--- src/rtl/core/lnts_pkg.sv ---
`timescale 1ns / 1ps
// ----------------------------------------------------------------------------
// lnts_pkg
// Shared types and constants of the neuron table: command codes, status
// codes, field widths and the records passed between front, queue and back.
// ----------------------------------------------------------------------------
package lnts_pkg;

  localparam int unsigned IdxW  = 10;
  localparam int unsigned ThrW  = 16;
  localparam int unsigned TauW  = 16;
  localparam int unsigned CurW  = 24;
  localparam int unsigned DtW   = 16;
  localparam int unsigned PotW  = 48;
  localparam int unsigned ProdW = 64;

  typedef enum logic [1:0] {
    CMD_ALLOC = 2'd0,
    CMD_RESET = 2'd1,
    CMD_READ  = 2'd2,
    CMD_STEP  = 2'd3
  } cmd_e;

  typedef enum logic [1:0] {
    ST_OK     = 2'd0,
    ST_FULL   = 2'd1,
    ST_UNUSED = 2'd2
  } status_e;

  typedef struct packed {
    cmd_e             cmd;
    logic [IdxW-1:0]  idx;
    logic             in_range;
    logic [ThrW-1:0]  threshold;
    logic [TauW-1:0]  tau;
    logic [CurW-1:0]  current;
    logic [DtW-1:0]   dt;
  } op_t;

  typedef struct packed {
    logic             spike;
    logic [PotW-1:0]  pot;
    logic [IdxW-1:0]  handle;
    status_e          status;
  } res_t;

endpackage

--- src/rtl/core/lnts_queue.sv ---
`timescale 1ns / 1ps
// ----------------------------------------------------------------------------
// lnts_queue
// Two-entry command queue between the front and the back.
// ----------------------------------------------------------------------------
module lnts_queue (
  input  logic           clk_i,
  input  logic           rst_ni,
  input  logic           push_i,
  input  lnts_pkg::op_t  op_i,
  output logic           full_o,
  input  logic           pop_i,
  output logic           empty_o,
  output lnts_pkg::op_t  op_o
);
  import lnts_pkg::*;

  op_t        slot_q [2];
  logic       wr_q, wr_d, rd_q, rd_d;
  logic [1:0] cnt_q, cnt_d;

  assign full_o  = (cnt_q == 2'd2);
  assign empty_o = (cnt_q == 2'd0);
  assign op_o    = slot_q[rd_q];

  always_comb begin
    wr_d  = wr_q ^ push_i;
    rd_d  = rd_q ^ pop_i;
    cnt_d = cnt_q + 2'(push_i) - 2'(pop_i);
  end

  always_ff @(posedge clk_i or negedge rst_ni) begin
    if (!rst_ni) begin
      wr_q  <= 1'b0;
      rd_q  <= 1'b0;
      cnt_q <= 2'd0;
    end else begin
      wr_q  <= wr_d;
      rd_q  <= rd_d;
      cnt_q <= cnt_d;
    end
  end

  always_ff @(posedge clk_i) begin
    if (push_i) begin
      slot_q[wr_q] <= op_i;
    end
  end

endmodule

--- config.mk ---
export PLATFORM = sky130hd
export DESIGN_NAME = lnts_queue
export DESIGN_NICKNAME = d
export VERILOG_FILES = /design/src/rtl/core/lnts_pkg.sv /design/src/rtl/core/lnts_queue.sv
export SDC_FILE = /design/constraint.sdc
export NUM_CORES = 1
export LEC_CHECK = 0
export ABC_AREA = 1
export BUFFER_PORTS_ARGS = -buffer_cell sky130_fd_sc_hd__buf_4
export CORE_MARGIN = 2
export CORE_UTILIZATION = 56
export DETAILED_ROUTE_END_ITERATION = 7
export PLACE_DENSITY_LB_ADDON = 0.1
export RECOVER_POWER = 50
export SETUP_SLACK_MARGIN = 0.15
export SYNTH_ARGS = -nofsm -noshare
export SYNTH_HDL_FRONTEND = slang
export SYNTH_SLANG_ARGS = --single-unit
--- constraint.sdc ---
create_clock -name clk_i -period 6 [get_ports clk_i]
set_input_delay 1.2 -clock clk_i [delete_from_list [all_inputs] [get_ports clk_i]]
set_output_delay 1.2 -clock clk_i [all_outputs]
set_load 0.05 [all_outputs]
==> flow_summary.html <==
<table>
<tr><th>Metric</th><th>Value</th></tr>
<tr><th colspan="2">Place</th></tr>
<tr><td>Final estimated routing congestion in global placement</td><td>0.755</td></tr>
<tr><td>Count of buffers inserted at the top-level ports</td><td>175</td></tr>
<tr><td>Dpl hpwl</td><td>8000 um</td></tr>
<tr><th colspan="2">Global routing</th></tr>
<tr><td>Pin count of the biggest net entering global routing</td><td>127</td></tr>
<tr><td>Peak-usage layer in the global routing report</td><td>met2</td></tr>
<tr><td>M3 GR Usage</td><td>6.37%</td></tr>
<tr><td>Grt total ovfl</td><td>0</td></tr>
<tr><td>Global routing usage summed across all routing layers</td><td>20.1%</td></tr>
<tr><td>Wire length of the first global-routing pass</td><td>19,100 um</td></tr>
<tr><td>Vias in the first global route</td><td>3,923</td></tr>
<tr><td>Met1 demand-to-capacity share in global routing</td><td>24.2%</td></tr>
<tr><td>Number of antenna violations at the first check in global routing</td><td>0</td></tr>
<tr><td>M2 GR Usage</td><td>34.0%</td></tr>
<tr><th colspan="2">Clock tree</th></tr>
<tr><td>Hold buffer count at CTS</td><td>0</td></tr>
<tr><td>Clock insertion delay at the later pin of the skew report</td><td>0.42 ns</td></tr>
<tr><td>Number of CTS-inserted buffers</td><td>17</td></tr>
<tr><td>CTS sink cnt</td><td>174</td></tr>
<tr><td>Post-cts resize count</td><td>0</td></tr>
<tr><td>CTS max path bufs</td><td>2</td></tr>
<tr><td>Number of buffers added for setup after CTS</td><td>0</td></tr>
<tr><td>Clock slew at reported path FFs</td><td>0.06 ns</td></tr>
<tr><td>Level count of the clock H-tree</td><td>4</td></tr>
<tr><td>Root cell of the clock tree</td><td>clkbuf_16</td></tr>
<tr><td>TritonCTS clock tree</td><td>done</td></tr>
<tr><th colspan="2">Finish</th></tr>
<tr><td>Filler instances</td><td>760</td></tr>
<tr><td>Area growth, synth to finish</td><td>28.8%</td></tr>
<tr><td>Post-layout nets</td><td>739</td></tr>
<tr><td>Ratio of cells with drive above 1 in the final layout</td><td>29.6%</td></tr>
<tr><td>Diodes inserted</td><td>0</td></tr>
<tr><th colspan="2">Detailed routing</th></tr>
<tr><td>First DRT Iteration DRCs</td><td>240</td></tr>
<tr><td>Via/cell ratio</td><td>4.85</td></tr>
<tr><td>DRC</td><td>0</td></tr>
<tr><td>WL final</td><td>12,200 um</td></tr>
<tr><td>Count of nets left with antenna violations after detail routing</td><td>0</td></tr>
<tr><td>WL per Instance</td><td>15.2 um</td></tr>
<tr><td>Detailed Routing Iterations Pass 1</td><td>4</td></tr>
<tr><td>Vias</td><td>3,890</td></tr>
<tr><th colspan="2">Critical path</th></tr>
<tr><td>Critical path start-end classification</td><td>reg -&gt; out</td></tr>
<tr><td>Maximum cell stage delay along the critical path</td><td>1.17 ns</td></tr>
<tr><td>Crit path max-delay cell type</td><td>dfrtp_4</td></tr>
<tr><td>Family with the most delay on the worst path</td><td>flip-flops</td></tr>
<tr><td>Setup slack on the worst flop-to-flop path</td><td>3.08 ns</td></tr>
<tr><td>Number of buffers and inverters on the critical path</td><td>2</td></tr>
<tr><td>R2R depth</td><td>3</td></tr>
<tr><td>Crit path top cell by count</td><td>buf_4</td></tr>
<tr><td>Nature of the critical path endpoint</td><td>output port</td></tr>
<tr><td>Reg-to-Reg End</td><td>slot_q[0][60]</td></tr>
<tr><td>Worst Setup Start Kind</td><td>flip-flop</td></tr>
<tr><td>WP data required</td><td>4.80 ns</td></tr>
<tr><td>Maximum net fanout on the critical path</td><td>126</td></tr>
<tr><td>Critical path data arrival time</td><td>2.71 ns</td></tr>
<tr><td>Beginning of the worst register-to-register path</td><td>wr_q</td></tr>
<tr><td>Critical Path, Cell by Cell</td><td>buf_4 &gt; nand2_1 &gt; o21ai_1 &gt; buf_4</td></tr>
<tr><th colspan="2">Timing</th></tr>
<tr><td>Highest Clock Rate</td><td>0.256 GHz</td></tr>
<tr><td>Count of endpoints failing setup in the final report</td><td>0</td></tr>
<tr><td>Time the final worst path needs with I/O delays and setup</td><td>3.91 ns</td></tr>
<tr><td>Post-route setup TNS</td><td>0 ns</td></tr>
<tr><td>Endpoints failing hold</td><td>0</td></tr>
<tr><td>Final max-slew violation count</td><td>76</td></tr>
<tr><td>Transition at the pin with the smallest max-transition slack</td><td>1.73 ns</td></tr>
<tr><td>Share of the cycle needed by the critical path after routing</td><td>65.2%</td></tr>
<tr><td>Worst-case clock skew</td><td>0.00650 ns</td></tr>
<tr><td>Unrepaired setup endpoints after global routing</td><td>no</td></tr>
<tr><td>Max-slew headroom</td><td>-15.5%</td></tr>
<tr><th colspan="2">Status</th></tr>
<tr><td>Outcome</td><td>complete, but fails checks</td></tr>
<tr><td>Violations in the final reports</td><td>max-capacitance violations, max-slew violations</td></tr>
<tr><th colspan="2">Logic synthesis</th></tr>
<tr><td>Instance count of the mapped netlist</td><td>468</td></tr>
<tr><td>XOR/XNOR share of the synthesized area</td><td>0.133%</td></tr>
<tr><td>Largest cells by area after synthesis</td><td>edfxtp_1, inv_1, nand2_1</td></tr>
<tr><td>Ys flop type</td><td>edfxtp_1</td></tr>
<tr><td>Number of distinct library cell variants in the gate-level netlist after synthesis</td><td>16</td></tr>
<tr><td>Net count of the mapped netlist</td><td>561</td></tr>
<tr><td>Mapped Avg Cell Area</td><td>14.1 sq um</td></tr>
<tr><td>Top cells by count, synth</td><td>edfxtp_1, inv_1, nand2_1, o21ai_1, o21ai_0</td></tr>
<tr><td>Top cell type by total area after synthesis</td><td>edfxtp_1</td></tr>
<tr><td>Warning count from the yosys run</td><td>0</td></tr>
<tr><td>Post-synthesis sequential area ratio</td><td>78.9%</td></tr>
<tr><td>Area share of fa/ha/maj cells after synthesis</td><td>0.759%</td></tr>
<tr><td>Compound-gate portion of the synthesized area</td><td>6.96%</td></tr>
<tr><td>Synth Area in Simple Gates</td><td>5.46%</td></tr>
<tr><td>Synth top area share</td><td>77.4%</td></tr>
<tr><td>Cell area after synthesis</td><td>6600 sq um</td></tr>
<tr><td>Count of state elements after synthesis</td><td>174</td></tr>
<tr><td>Most instantiated library cell after synthesis</td><td>edfxtp_1</td></tr>
<tr><td>Post-synth EDFFs</td><td>170</td></tr>
<tr><td>Multiplexer share of the synthesized area</td><td>0%</td></tr>
<tr><td>Largest family of logic cells by synthesized area</td><td>buffers and inverters</td></tr>
<tr><td>Share of synthesized registers carrying an async set or reset</td><td>2.30%</td></tr>
<tr><th colspan="2">Floorplan</th></tr>
<tr><td>Horiz. Die Dim</td><td>113 um</td></tr>
<tr><td>DIE AREA</td><td>12,700 sq um</td></tr>
<tr><td>Top Ports</td><td>176</td></tr>
<tr><td>Cell row count</td><td>39</td></tr>
<tr><td>Initial Utilization</td><td>57.5%</td></tr>
<tr><td>Core Footprint</td><td>11,500 sq um</td></tr>
<tr><td>Die H</td><td>113 um</td></tr>
<tr><th colspan="2">Worst hold path</th></tr>
<tr><td>Type of the most critical hold path</td><td>in -&gt; async</td></tr>
<tr><th colspan="2">Pwr</th></tr>
<tr><td>Leak pwr</td><td>3.57 nW</td></tr>
<tr><td>Worst vdd rail ir drop</td><td>397 uV</td></tr>
<tr><td>Power density cells</td><td>600 nW/um^2</td></tr>
<tr><td>Overall power consumption</td><td>5.10 mW</td></tr>
<tr><th colspan="2">Job</th></tr>
<tr><td>MaxCap Viol Count</td><td>2</td></tr>
</table>
worst max path at each step:
stage               startpoint            to  slack (ns)  cells past startpoint
finish                    rd_q      op_o[71]        2.09                      4
global route              rd_q      op_o[78]        1.86                      4
CTS                       rd_q      op_o[71]        2.11                      4
detailed placement        rd_q      op_o[69]        2.57                      4
global placement          rd_q      op_o[43]        2.64                      4
floorplan               push_i  slot_q[0][0]        2.32                      1
registers in the layout, indices dropped and copies added (netlist names):
signal and flops:
slot_q 170, cnt_q 2, rd_q 1, wr_q 1
final cells by class:
| cell class | instances | area (sq um) | area share [%] |
|---|---|---|---|
| sequential | 174 | 5210 | 61.3 |
| timing repair buffer | 178 | 1240 | 14.6 |
| multi-input combinational | 183 | 878 | 10.3 |
| clock buffer | 17 | 425 | 5.01 |
| inverter | 92 | 345 | 4.06 |
| clock inverter | 15 | 224 | 2.64 |
| tap | 143 | 179 | 2.11 |
per-layer routing:
layer,up-vias,wire [um]
li1,1933,-
met1,1828,4800
met2,119,6450
met3,10,807
met4,0,148
met5,-,0
cell usage in the layout, fill, tap and decap left out:
cell / count
buf_1: 1
buf_4: 90
bufinv_16: 6
clkbuf_1: 25
clkbuf_16: 17
clkbuf_4: 62
clkinv_1: 3
clkinv_2: 5
clkinvlp_4: 1
dfrtp_1: 3
dfrtp_4: 1
edfxtp_1: 170
ha_1: 4
inv_1: 92
nand2_1: 86
nand2_2: 4
nand3_1: 1
nor2_1: 2
o21ai_0: 18
o21ai_1: 58
o21ai_2: 9
xor2_1: 1
report_power, final:
| part | total [mW] | switching [mW] | leakage (nW) | internal [mW] |
|---|---|---|---|---|
| clock network | 1.19 | 0.418 | 0.319 | 0.772 |
| logic | 2.12 | 1.56 | 1.61 | 0.562 |
| registers | 1.79 | 0.175 | 1.64 | 1.62 |
| total | 5.10 | 2.15 | 3.57 | 2.95 |
worst register-to-register path, stage by stage (launching register included):
cell     delay [ns]
dfrtp_1        0.38
inv_1          0.07
ha_1           1.30
buf_4          0.75
per-stage QoR:
| step | std cells | util, % | hold WS (ns) | worst slack [ns] | cell area (sq um) |
|---|---|---|---|---|---|
| after global placement | 770 | 69.5 | 0.569 | 2.64 | 7970 |
| after global routing | 802 | 74.1 | 0.626 | 1.86 | 8500 |
| after floorplan | 468 | - | 0.546 | 2.32 | 6600 |
| after CTS | 802 | 75.2 | 0.557 | 2.11 | 8620 |
| after detailed placement | 770 | 69.5 | 0.614 | 2.57 | 7970 |
| final | 802 | 74.1 | 0.628 | 2.09 | 8500 |
kinds of logic (layout without fill, tap and decap cells):
kind of cell | after synthesis | in the layout
adder cells (fa/ha/maj) | 4 | 4
AO/OA/AOI/OAI | 85 | 85
flip-flops | 174 | 174
XOR/XNOR | 1 | 1
buffers and inverters | 111 | 302
AND/OR/NAND/NOR | 93 | 93
(Power assumes the default switching activity.)
